File: config.mk
export PLATFORM = sky130hd
export DESIGN_NAME = linear_pcm_resampler_s16
export DESIGN_NICKNAME = d
export VERILOG_FILES = /design/src/hdl/lprs_pkg.sv /design/src/hdl/lprs_front.sv /design/src/hdl/lprs_seq.sv /design/src/hdl/lprs_out.sv /design/src/hdl/linear_pcm_resampler_s16.sv
export SDC_FILE = /design/constraint.sdc
export NUM_CORES = 2
export LEC_CHECK = 0
export ABC_AREA = 1
export BUFFER_PORTS_ARGS = -buffer_cell sky130_fd_sc_hd__clkbuf_2
export CAP_MARGIN = 20
export CORE_UTILIZATION = 60
export CTS_CLUSTER_SIZE = 28
export DETAILED_ROUTE_END_ITERATION = 6
export MAX_ROUTING_LAYER = met4
export PLACE_DENSITY = 0.83
export SYNTH_ARGS = -nofsm -noshare
export SYNTH_HDL_FRONTEND = slang
export SYNTH_SLANG_ARGS = --single-unit
File: constraint.sdc
create_clock -name i_clk -period 6.6 [get_ports i_clk]
set_input_delay 1.32 -clock i_clk [delete_from_list [all_inputs] [get_ports i_clk]]
set_output_delay 1.32 -clock i_clk [all_outputs]
set_load 0.005 [all_outputs]
File: src/hdl/lprs_pkg.sv
package lprs_pkg;

    // Field and register widths
    localparam int SAMPLE_W  = 16;
    localparam int PHASE_W   = 41;
    localparam int ACC_W     = 42;
    localparam int FRAC_W    = 32;
    localparam int INDEX_W   = 16;
    localparam int CFG_IDX_W = 2;

    // Results produced by one frame at most
    localparam int MAX_RESULTS = 64;
    localparam int RUN_W       = 7;

    // Queue depths
    localparam int IN_DEPTH_DEF  = 2;
    localparam int OUT_DEPTH_DEF = 4;

    // One whole input frame in 10.32 phase units
    localparam logic [ACC_W-1:0] ONE_FRAME = 42'h100_0000_0000 >> 8;

    // Register reset values
    localparam logic [PHASE_W-1:0] STEP_RESET    = 41'h1_0000_0000;
    localparam logic               STEREO_RESET  = 1'b1;
    localparam logic [INDEX_W-1:0] MAX_OUT_RESET = 16'hFFFF;

    // Register indexes
    typedef enum logic [CFG_IDX_W-1:0] {
        CFG_PHASE_STEP = 2'd0,
        CFG_STEREO     = 2'd1,
        CFG_MAX_OUT    = 2'd2
    } t_cfg_idx;

    typedef struct packed {
        logic [PHASE_W-1:0] phase_step;
        logic               stereo;
        logic [INDEX_W-1:0] max_out;
    } t_cfg;

    typedef struct packed {
        logic signed [SAMPLE_W-1:0] left;
        logic signed [SAMPLE_W-1:0] right;
        logic                       last;
    } t_frame;

    // One output to compute: endpoints, fraction, position, run end
    typedef struct packed {
        logic signed [SAMPLE_W-1:0] prev_l;
        logic signed [SAMPLE_W-1:0] prev_r;
        logic signed [SAMPLE_W-1:0] cur_l;
        logic signed [SAMPLE_W-1:0] cur_r;
        logic [FRAC_W-1:0]          frac;
        logic [INDEX_W-1:0]         index;
        logic                       last;
    } t_job;

    typedef struct packed {
        logic signed [SAMPLE_W-1:0] left;
        logic signed [SAMPLE_W-1:0] right;
        logic [INDEX_W-1:0]         index;
        logic                       last;
    } t_result;

endpackage

File: src/hdl/lprs_front.sv
module lprs_front #(
    parameter int IN_DEPTH = lprs_pkg::IN_DEPTH_DEF
) (
    input  logic            i_clk,
    input  logic            i_rst_n,
    input  logic            push,
    output logic            full,
    input  lprs_pkg::t_frame i_frame,
    output logic            o_frame_valid,
    output lprs_pkg::t_frame o_frame,
    input  logic            i_frame_pop
);
    import lprs_pkg::*;

    localparam int PTR_W = (IN_DEPTH > 1) ? $clog2(IN_DEPTH) : 1;
    localparam int CNT_W = $clog2(IN_DEPTH + 1);

    t_frame             r_mem [IN_DEPTH];
    logic [PTR_W-1:0]   r_wr_ptr, n_wr_ptr;
    logic [PTR_W-1:0]   r_rd_ptr, n_rd_ptr;
    logic [CNT_W-1:0]   r_count, n_count;
    logic               wr_en, rd_en;

    // Frame queue handshake
    assign full          = (r_count == CNT_W'(IN_DEPTH));
    assign wr_en         = push && !full;
    assign o_frame_valid = (r_count != '0);
    assign rd_en         = i_frame_pop && o_frame_valid;
    assign o_frame       = r_mem[r_rd_ptr];

    // Pointer and fill count update
    always_comb begin
        n_wr_ptr = r_wr_ptr;
        n_rd_ptr = r_rd_ptr;
        n_count  = r_count;
        if (wr_en) begin
            n_wr_ptr = (r_wr_ptr == PTR_W'(IN_DEPTH - 1)) ? '0 : r_wr_ptr + PTR_W'(1);
        end
        if (rd_en) begin
            n_rd_ptr = (r_rd_ptr == PTR_W'(IN_DEPTH - 1)) ? '0 : r_rd_ptr + PTR_W'(1);
        end
        if (wr_en && !rd_en) begin
            n_count = r_count + CNT_W'(1);
        end else if (rd_en && !wr_en) begin
            n_count = r_count - CNT_W'(1);
        end
    end

    always_ff @(posedge i_clk) begin
        if (!i_rst_n) begin
            r_wr_ptr <= '0;
            r_rd_ptr <= '0;
            r_count  <= '0;
        end else begin
            r_wr_ptr <= n_wr_ptr;
            r_rd_ptr <= n_rd_ptr;
            r_count  <= n_count;
        end
    end

    // Frame storage
    always_ff @(posedge i_clk) begin
        if (wr_en) begin
            r_mem[r_wr_ptr] <= i_frame;
        end
    end

endmodule

File: src/hdl/lprs_seq.sv
module lprs_seq (
    input  logic             i_clk,
    input  logic             i_rst_n,
    input  lprs_pkg::t_cfg   i_cfg,
    input  logic             i_frame_valid,
    input  lprs_pkg::t_frame i_frame,
    output logic             o_frame_pop,
    input  logic             i_credit,
    output logic             o_job_valid,
    output lprs_pkg::t_job   o_job
);
    import lprs_pkg::*;

    typedef enum logic [1:0] {
        ST_IDLE,
        ST_INTERP,
        ST_TAIL
    } t_state;

    t_state                     r_state, n_state;
    logic signed [SAMPLE_W-1:0] r_prev_l, n_prev_l;
    logic signed [SAMPLE_W-1:0] r_prev_r, n_prev_r;
    logic                       r_have_prev, n_have_prev;
    logic [ACC_W-1:0]           r_phase, n_phase;
    logic [INDEX_W-1:0]         r_count, n_count;
    logic [RUN_W-1:0]           r_n, n_n;
    logic signed [SAMPLE_W-1:0] r_cur_l, n_cur_l;
    logic signed [SAMPLE_W-1:0] r_cur_r, n_cur_r;
    logic                       r_last, n_last;

    logic [ACC_W-1:0] phase_nxt;
    logic [ACC_W-1:0] phase_wrap;
    logic [ACC_W-1:0] nxt_wrap;
    logic             room_now, room_next;
    logic             emit_ok, next_interp, next_tail;
    logic             interp_last, tail_last;
    logic             busy;

    // Phase advance and the frame-boundary wrap of now and of next
    assign phase_nxt  = r_phase + {1'b0, i_cfg.phase_step};
    assign phase_wrap = (r_phase >= ONE_FRAME)
                        ? {1'b0, PHASE_W'(r_phase - ONE_FRAME)} : '0;
    assign nxt_wrap   = (phase_nxt >= ONE_FRAME) ? (phase_nxt - ONE_FRAME) : '0;

    // Limits: results per frame and outputs per buffer
    assign room_now  = (r_n < RUN_W'(MAX_RESULTS)) && (r_count < i_cfg.max_out);
    assign room_next = (r_n < RUN_W'(MAX_RESULTS - 1))
                       && (({1'b0, r_count} + 17'd1) < {1'b0, i_cfg.max_out});

    assign emit_ok     = (r_phase < ONE_FRAME) && room_now;
    assign next_interp = (phase_nxt < ONE_FRAME) && room_next;
    assign next_tail   = (nxt_wrap < ONE_FRAME) && room_next;

    // Run end: no further output from this frame, tail included
    assign interp_last = !next_interp && !(r_last && next_tail);
    assign tail_last   = !next_interp;

    // Issue one output per cycle while the result side has room
    assign busy        = (r_state == ST_INTERP) || (r_state == ST_TAIL);
    assign o_job_valid = busy && emit_ok && i_credit;
    assign o_frame_pop = (r_state == ST_IDLE) && i_frame_valid;

    always_comb begin
        o_job.prev_l = (r_state == ST_TAIL) ? r_cur_l : r_prev_l;
        o_job.prev_r = (r_state == ST_TAIL) ? r_cur_r : r_prev_r;
        o_job.cur_l  = r_cur_l;
        o_job.cur_r  = r_cur_r;
        o_job.frac   = (r_state == ST_TAIL) ? '0 : r_phase[FRAC_W-1:0];
        o_job.index  = r_count;
        o_job.last   = (r_state == ST_TAIL) ? tail_last : interp_last;
    end

    // Sequencer next state
    always_comb begin
        n_state     = r_state;
        n_prev_l    = r_prev_l;
        n_prev_r    = r_prev_r;
        n_have_prev = r_have_prev;
        n_phase     = r_phase;
        n_count     = r_count;
        n_n         = r_n;
        n_cur_l     = r_cur_l;
        n_cur_r     = r_cur_r;
        n_last      = r_last;
        case (r_state)
            ST_IDLE: begin
                if (i_frame_valid) begin
                    n_cur_l = i_frame.left;
                    n_cur_r = i_frame.right;
                    n_last  = i_frame.last;
                    n_n     = '0;
                    if (r_have_prev) begin
                        n_state = ST_INTERP;
                    end else begin
                        // first frame of a buffer only becomes the previous one
                        n_prev_l    = i_frame.left;
                        n_prev_r    = i_frame.right;
                        n_have_prev = 1'b1;
                        if (i_frame.last) begin
                            n_state = ST_TAIL;
                        end
                    end
                end
            end
            ST_INTERP: begin
                if (emit_ok) begin
                    if (i_credit) begin
                        n_phase = phase_nxt;
                        n_n     = r_n + RUN_W'(1);
                        n_count = r_count + INDEX_W'(1);
                    end
                end else begin
                    n_phase     = phase_wrap;
                    n_prev_l    = r_cur_l;
                    n_prev_r    = r_cur_r;
                    n_have_prev = 1'b1;
                    n_state     = r_last ? ST_TAIL : ST_IDLE;
                end
            end
            ST_TAIL: begin
                if (emit_ok) begin
                    if (i_credit) begin
                        n_phase = phase_nxt;
                        n_n     = r_n + RUN_W'(1);
                        n_count = r_count + INDEX_W'(1);
                    end
                end else begin
                    // buffer ends: back to the cleared state
                    n_prev_l    = '0;
                    n_prev_r    = '0;
                    n_have_prev = 1'b0;
                    n_phase     = '0;
                    n_count     = '0;
                    n_state     = ST_IDLE;
                end
            end
            default: begin
                n_state = ST_IDLE;
            end
        endcase
    end

    always_ff @(posedge i_clk) begin
        if (!i_rst_n) begin
            r_state     <= ST_IDLE;
            r_prev_l    <= '0;
            r_prev_r    <= '0;
            r_have_prev <= 1'b0;
            r_phase     <= '0;
            r_count     <= '0;
            r_n         <= '0;
            r_last      <= 1'b0;
        end else begin
            r_state     <= n_state;
            r_prev_l    <= n_prev_l;
            r_prev_r    <= n_prev_r;
            r_have_prev <= n_have_prev;
            r_phase     <= n_phase;
            r_count     <= n_count;
            r_n         <= n_n;
            r_last      <= n_last;
        end
        r_cur_l <= n_cur_l;
        r_cur_r <= n_cur_r;
    end

    // Issue never outruns the result queue's room
    a_credit: assert property (@(posedge i_clk) disable iff (!i_rst_n)
        o_job_valid |-> i_credit)
        else $error("output issued without result queue room");

    // Per-frame result count stays within its bound
    a_run_bound: assert property (@(posedge i_clk) disable iff (!i_rst_n)
        r_n <= RUN_W'(MAX_RESULTS))
        else $error("too many outputs for one frame");

    // Without a previous frame the phase and index are clear
    a_clear: assert property (@(posedge i_clk) disable iff (!i_rst_n)
        (r_state == ST_IDLE && !r_have_prev) |-> (r_phase == '0 && r_count == '0))
        else $error("state not cleared between buffers");

    // The flagged run end is really the last output of that frame
    a_run_end: assert property (@(posedge i_clk) disable iff (!i_rst_n)
        (o_job_valid && o_job.last) |=> !o_job_valid)
        else $error("output issued after run end");

endmodule

File: src/hdl/lprs_out.sv
module lprs_out #(
    parameter int OUT_DEPTH = lprs_pkg::OUT_DEPTH_DEF
) (
    input  logic              i_clk,
    input  logic              i_rst_n,
    input  logic              i_stereo,
    input  logic              i_job_valid,
    input  lprs_pkg::t_job    i_job,
    output logic              o_credit,
    output logic              empty,
    input  logic              pop,
    output lprs_pkg::t_result o_result
);
    import lprs_pkg::*;

    localparam int PTR_W = (OUT_DEPTH > 1) ? $clog2(OUT_DEPTH) : 1;
    localparam int CNT_W = $clog2(OUT_DEPTH + 1);
    localparam int DIF_W = SAMPLE_W + 1;
    localparam int PRD_W = DIF_W + FRAC_W + 1;

    // Stage 1: differences
    logic                       r_s1_v;
    logic signed [SAMPLE_W-1:0] r_s1_prev_l, r_s1_prev_r;
    logic signed [DIF_W-1:0]    r_s1_diff_l, r_s1_diff_r;
    logic [FRAC_W-1:0]          r_s1_frac;
    logic [INDEX_W-1:0]         r_s1_index;
    logic                       r_s1_last;

    // Stage 2: scaled differences
    logic                       r_s2_v;
    logic signed [SAMPLE_W-1:0] r_s2_prev_l, r_s2_prev_r;
    logic [SAMPLE_W-1:0]        r_s2_step_l, r_s2_step_r;
    logic [INDEX_W-1:0]         r_s2_index;
    logic                       r_s2_last;

    logic signed [PRD_W-1:0]    prod_l, prod_r;
    t_result                    wr_word;

    t_result                    r_mem [OUT_DEPTH];
    logic [PTR_W-1:0]           r_wr_ptr, n_wr_ptr;
    logic [PTR_W-1:0]           r_rd_ptr, n_rd_ptr;
    logic [CNT_W-1:0]           r_count, n_count;
    logic [CNT_W:0]             pending;
    logic                       rd_en;

    // Queue room counts outputs still in the pipeline
    assign pending  = {1'b0, r_count} + (CNT_W + 1)'(r_s1_v) + (CNT_W + 1)'(r_s2_v);
    assign o_credit = (pending < (CNT_W + 1)'(OUT_DEPTH));

    // Signed difference times unsigned fraction; floor by arithmetic shift
    assign prod_l = r_s1_diff_l * $signed({1'b0, r_s1_frac});
    assign prod_r = r_s1_diff_r * $signed({1'b0, r_s1_frac});

    always_ff @(posedge i_clk) begin
        if (!i_rst_n) begin
            r_s1_v <= 1'b0;
            r_s2_v <= 1'b0;
        end else begin
            r_s1_v <= i_job_valid;
            r_s2_v <= r_s1_v;
        end
        r_s1_prev_l <= i_job.prev_l;
        r_s1_prev_r <= i_job.prev_r;
        r_s1_diff_l <= DIF_W'(i_job.cur_l) - DIF_W'(i_job.prev_l);
        r_s1_diff_r <= DIF_W'(i_job.cur_r) - DIF_W'(i_job.prev_r);
        r_s1_frac   <= i_job.frac;
        r_s1_index  <= i_job.index;
        r_s1_last   <= i_job.last;
        r_s2_prev_l <= r_s1_prev_l;
        r_s2_prev_r <= r_s1_prev_r;
        r_s2_step_l <= prod_l[FRAC_W +: SAMPLE_W];
        r_s2_step_r <= prod_r[FRAC_W +: SAMPLE_W];
        r_s2_index  <= r_s1_index;
        r_s2_last   <= r_s1_last;
    end

    // Final add; right word forced to zero in mono
    always_comb begin
        wr_word.left  = r_s2_prev_l + r_s2_step_l;
        wr_word.right = i_stereo ? (r_s2_prev_r + r_s2_step_r) : '0;
        wr_word.index = r_s2_index;
        wr_word.last  = r_s2_last;
    end

    // Result queue
    assign empty    = (r_count == '0);
    assign rd_en    = pop && !empty;
    assign o_result = r_mem[r_rd_ptr];

    always_comb begin
        n_wr_ptr = r_wr_ptr;
        n_rd_ptr = r_rd_ptr;
        n_count  = r_count;
        if (r_s2_v) begin
            n_wr_ptr = (r_wr_ptr == PTR_W'(OUT_DEPTH - 1)) ? '0 : r_wr_ptr + PTR_W'(1);
        end
        if (rd_en) begin
            n_rd_ptr = (r_rd_ptr == PTR_W'(OUT_DEPTH - 1)) ? '0 : r_rd_ptr + PTR_W'(1);
        end
        if (r_s2_v && !rd_en) begin
            n_count = r_count + CNT_W'(1);
        end else if (rd_en && !r_s2_v) begin
            n_count = r_count - CNT_W'(1);
        end
    end

    always_ff @(posedge i_clk) begin
        if (!i_rst_n) begin
            r_wr_ptr <= '0;
            r_rd_ptr <= '0;
            r_count  <= '0;
        end else begin
            r_wr_ptr <= n_wr_ptr;
            r_rd_ptr <= n_rd_ptr;
            r_count  <= n_count;
        end
    end

    always_ff @(posedge i_clk) begin
        if (r_s2_v) begin
            r_mem[r_wr_ptr] <= wr_word;
        end
    end

endmodule

File: src/hdl/linear_pcm_resampler_s16.sv
// Path: a frame's first output word passes the input queue, the sequencer's frame
// registers, the difference and scaled-difference stages and the result queue. The
// sequencer takes a new frame only when idle; a first frame that does not end the
// buffer only becomes the previous one. Words stream at one per cycle while popped.
// Reset (synchronous, active low) empties both queues, clears the phase and
// buffer state, and loads step 1.0, stereo mode and 65535 max outputs.
module linear_pcm_resampler_s16 #(
    parameter int IN_DEPTH  = lprs_pkg::IN_DEPTH_DEF,
    parameter int OUT_DEPTH = lprs_pkg::OUT_DEPTH_DEF
) (
    input  logic                                  i_clk,
    input  logic                                  i_rst_n,
    input  logic                                  push,
    output logic                                  full,
    input  logic signed [lprs_pkg::SAMPLE_W-1:0]  i_left_sample,
    input  logic signed [lprs_pkg::SAMPLE_W-1:0]  i_right_sample,
    input  logic                                  i_last_frame,
    output logic                                  empty,
    input  logic                                  pop,
    output logic signed [lprs_pkg::SAMPLE_W-1:0]  o_left_out,
    output logic signed [lprs_pkg::SAMPLE_W-1:0]  o_right_out,
    output logic        [lprs_pkg::INDEX_W-1:0]   o_out_index,
    output logic                                  o_last_of_run,
    input  logic                                  i_cfg_valid,
    output logic                                  o_cfg_ready,
    input  logic        [lprs_pkg::CFG_IDX_W-1:0] i_cfg_index,
    input  logic        [lprs_pkg::PHASE_W-1:0]   i_cfg_data
);
    import lprs_pkg::*;

    t_cfg    r_cfg;
    t_frame  in_frame, q_frame;
    logic    q_valid, q_pop;
    logic    job_valid, credit;
    t_job    job;
    t_result result;

    // Configuration registers
    assign o_cfg_ready = 1'b1;

    always_ff @(posedge i_clk) begin
        if (!i_rst_n) begin
            r_cfg.phase_step <= STEP_RESET;
            r_cfg.stereo     <= STEREO_RESET;
            r_cfg.max_out    <= MAX_OUT_RESET;
        end else if (i_cfg_valid && o_cfg_ready) begin
            case (i_cfg_index)
                CFG_PHASE_STEP: r_cfg.phase_step <= i_cfg_data;
                CFG_STEREO:     r_cfg.stereo     <= i_cfg_data[0];
                CFG_MAX_OUT:    r_cfg.max_out    <= i_cfg_data[INDEX_W-1:0];
                default: begin
                end
            endcase
        end
    end

    assign in_frame.left  = i_left_sample;
    assign in_frame.right = i_right_sample;
    assign in_frame.last  = i_last_frame;

    lprs_front #(
        .IN_DEPTH(IN_DEPTH)
    ) u_front (
        .i_clk         (i_clk),
        .i_rst_n       (i_rst_n),
        .push          (push),
        .full          (full),
        .i_frame       (in_frame),
        .o_frame_valid (q_valid),
        .o_frame       (q_frame),
        .i_frame_pop   (q_pop)
    );

    lprs_seq u_seq (
        .i_clk         (i_clk),
        .i_rst_n       (i_rst_n),
        .i_cfg         (r_cfg),
        .i_frame_valid (q_valid),
        .i_frame       (q_frame),
        .o_frame_pop   (q_pop),
        .i_credit      (credit),
        .o_job_valid   (job_valid),
        .o_job         (job)
    );

    lprs_out #(
        .OUT_DEPTH(OUT_DEPTH)
    ) u_out (
        .i_clk       (i_clk),
        .i_rst_n     (i_rst_n),
        .i_stereo    (r_cfg.stereo),
        .i_job_valid (job_valid),
        .i_job       (job),
        .o_credit    (credit),
        .empty       (empty),
        .pop         (pop),
        .o_result    (result)
    );

    assign o_left_out    = result.left;
    assign o_right_out   = result.right;
    assign o_out_index   = result.index;
    assign o_last_of_run = result.last;

endmodule

==> impl_results.md <==
- Row count: roughly 120
- Max-Cap Viols: 0
- Worst slew pin tran: about 1.1 ns
- Top FF cell, synth: dfxtp_1
- Top post-synthesis cells by area: fa_1, edfxtp_1, inv_1
- Post-CTS setup repair buffer count: 0
- Remaining Overflow, GRT: 0
- CP endpoint kind: flip-flop
- Finished Core Util: 0.657
- Violated checks: design-rule violations
- Routability-driven placement congestion ratio: around 1.0
- Worst min-delay path class: flip-flop to flip-flop
- # DRC: 6
- Die width: 334 µm
- DR vias: 54591
- Post-synthesis sequential area ratio: 0.245
- GRT Resource Usage Total: 0.359
- DRT Pass-1 Iters: 7
- Reg2Reg Depth: 21
- Non-Filler Instances: 9782
- Relative slew slack: 0.280
- # resized after CTS: 0
- Syn Nets: approximately 9700
- Slew Viols, Final: 0
- Root Buffer: clkbuf_16
- Final instance area: 0.0717 mm²
- Drt wl/cell: 19.5 µm
- Max IR drop VDD: 382 µV
- Final nets: 9666
- #FFs+latches synth: 665
- Post-CTS Hold Fix Bufs: 0
- Post-synth ARST share: 0
- Final Hold Vio Count: 0
- CTS Buf Count: 71
- RSZ-0062 raised after global routing: no
- Critical path destination: u_out.r_s2_step_r[3]
- Worst reg2reg endpoint: u_out.r_s2_step_r[3]
- First-pass GRT wire length: 303 mm
- WL final: roughly 190 mm
- Status: finished with violations
- Chip Height: 334 µm
- Skew final: 0.0433 ns
- Drt initial violations: about 4800
- Final ANT Viol Nets: 0
- Vias in the first global route: 56162
- Initial core utilization: 0.608
- I/O Pins: 133
- Critical Path Source: u_out.r_s1_frac[12]
- Commonest cells post-synth: inv_1, nand2_1, fa_1
- CP Launch Type: flip-flop
- Die area: 0.112 mm²
- FF-to-FF setup slack: 0.39 ns
- Worst path arrival time: around 6.8 ns
- Pwr/cell area: 334 mW/mm²
- Reg2reg start: u_out.r_s1_frac[12]
- Unique masters post-synth: 58
- TritonCTS clock tree: yes
- Initial antenna violation count: 2
- Total power: roughly 24 mW
- Tcrit/Tclk final: 0.941
- Cells after Synth: 8243
- Placed cells: 9648
- Leakage: ~38 nW
- Detail Placement HPWL: 145 mm
- Register clock-pin slew on the reported worst setup and hold paths: 0.06 ns
- Crit path max fanout: 24
- Htree depth: 3
- Via density: around 5.6
- Syn_area_per_cell: between 8 and 9 µm²
- Critical path type: flip-flop to flip-flop
- Area leader, netlist: fa_1
- Share of layout cells above drive strength 1: 0.0603
- Core area: between 0.1 and 0.15 mm²
- Final TNS setup: 0 ns
- Mapped cell area: 0.0663 mm²
- Required time worst endpoint: 7.17 ns
- Most frequent cell after synthesis: inv_1
- Maximum clock insertion buffer count: 3
- YS warnings: 0
- Area grow syn2layout: 8.13%
- Clk Latency, worst-skew pair: 0.67 ns
- EDFF count, synth: 294
- Yosys top cell area share: 0.272
- Final min period: 6.21 ns
- Area of placed instances: roughly 0.069 mm²
- Worst Hold Launch: u_out.r_s1_prev_r[13]
- Setup-failing EPs final: 0
- Fmax: 161 MHz
- Clock Sinks: 665
- Port buffer count: around 130
- Largest net degree at the start of global routing: 76
==> registers in the layout, summed over array words and instances (netlist names), 17 cells and up, named ones only <==
| name | flops |
|---|---|
| r_cfg | 58 |
| u_front.r_mem | 66 |
| u_out.r_mem | 196 |
| u_out.r_s1_diff_l | 17 |
| u_out.r_s1_diff_r | 17 |
| u_out.r_s1_frac | 32 |
| u_seq.r_phase | 42 |
==> layout make-up <==
class | count | area (µm²)
multi-input combinational | 5237 | 41300
fill | 8814 | 37400
sequential | 665 | 16300
inverter | 1993 | 7480
timing repair buffer | 278 | 2340
clock buffer | 94 | 1980
tap | 1476 | 1850
clock inverter | 38 | 539
antenna | 1 | 2.50
==> where the power goes <==
| group | leakage (nW) | switching [mW] | internal (mW) |
|---|---|---|---|
| registers | 5.75 | 0.687 | 5.54 |
| logic | 31.4 | 9.04 | 4.40 |
| clock network | 1.22 | 1.84 | 2.44 |
| total | 38.3 | 11.6 | 12.4 |
==> through the flow <==
stage	hold slack, ns	setup WS, ns
global placement	0.310	0.396
global route	0.308	0.0364
CTS	0.298	0.404
finish	0.299	0.390
floorplan	0.310	1.14
detailed placement	0.312	0.460
==> per-layer routing <==
metal	vias to the layer above	share of wire	wire length (µm)	GRT usage
met4	0	0.058	11000	0.170
met1	26385	0.37	70700	0.426
met2	2747	0.48	91100	0.585
met5	-	0	0	-
met3	631	0.096	18300	0.0751
li1	24828	-	-	-
==> cells by family (layout without fill, tap and decap cells) <==
group	after synthesis	count (layout)	share of synthesized area
XOR/XNOR	101	101	0.0133
AO/OA/AOI/OAI	912	912	0.0760
buffers and inverters	2341	2403	0.133
multiplexers	33	33	0.00558
flip-flops	665	665	0.245
adder cells (fa/ha/maj)	1339	1339	0.355
other	1	2	0.0000565
AND/OR/NAND/NOR	2851	2851	0.172
==> critical path, stage by stage (launching register included) <==
cell and delay (ns):
dfxtp_1 0.65, buf_12 0.26, nand2_1 0.10, fa_1 0.52, fa_1 0.52, fa_1 0.51, inv_1 0.05, fa_1 0.49
fa_1 0.49, inv_1 0.05, fa_1 0.47, inv_1 0.04, ha_1 0.43, nand2_1 0.15, nor2_1 0.22, inv_1 0.08
nor3_1 0.23, nand2_1 0.09, nand2_1 0.12, a21oi_1 0.07, o21ai_0 0.35, xor2_1 0.19
==> cells in the final DEF, fill, tap and decap left out, types with 80 or more instances in the layout <==
cell type     n
buf_4       102
edfxtp_1    294
ha_1        436
o21ai_0     369
nand4_1      80
a21oi_1     301
nand2_1    1879
inv_1      1982
clkbuf_2    130
fa_1        902
nand3_1     179
dfxtp_1     370
nor2_1      602
==> worst min path at each step <==
stage / depth (start not counted) / end / slack (ns)
after floorplan: 0 / u_out.r_s2_index[0] / 0.31
after global placement: 0 / u_out.r_s2_prev_l[12] / 0.31
after detailed placement: 0 / u_out.r_s2_prev_r[15] / 0.31
after CTS: 0 / u_out.r_s2_prev_l[15] / 0.30
after global routing: 0 / u_out.r_s2_prev_l[15] / 0.31
final: 0 / u_out.r_s2_prev_r[13] / 0.30
Power figures use the tool's default switching activity.
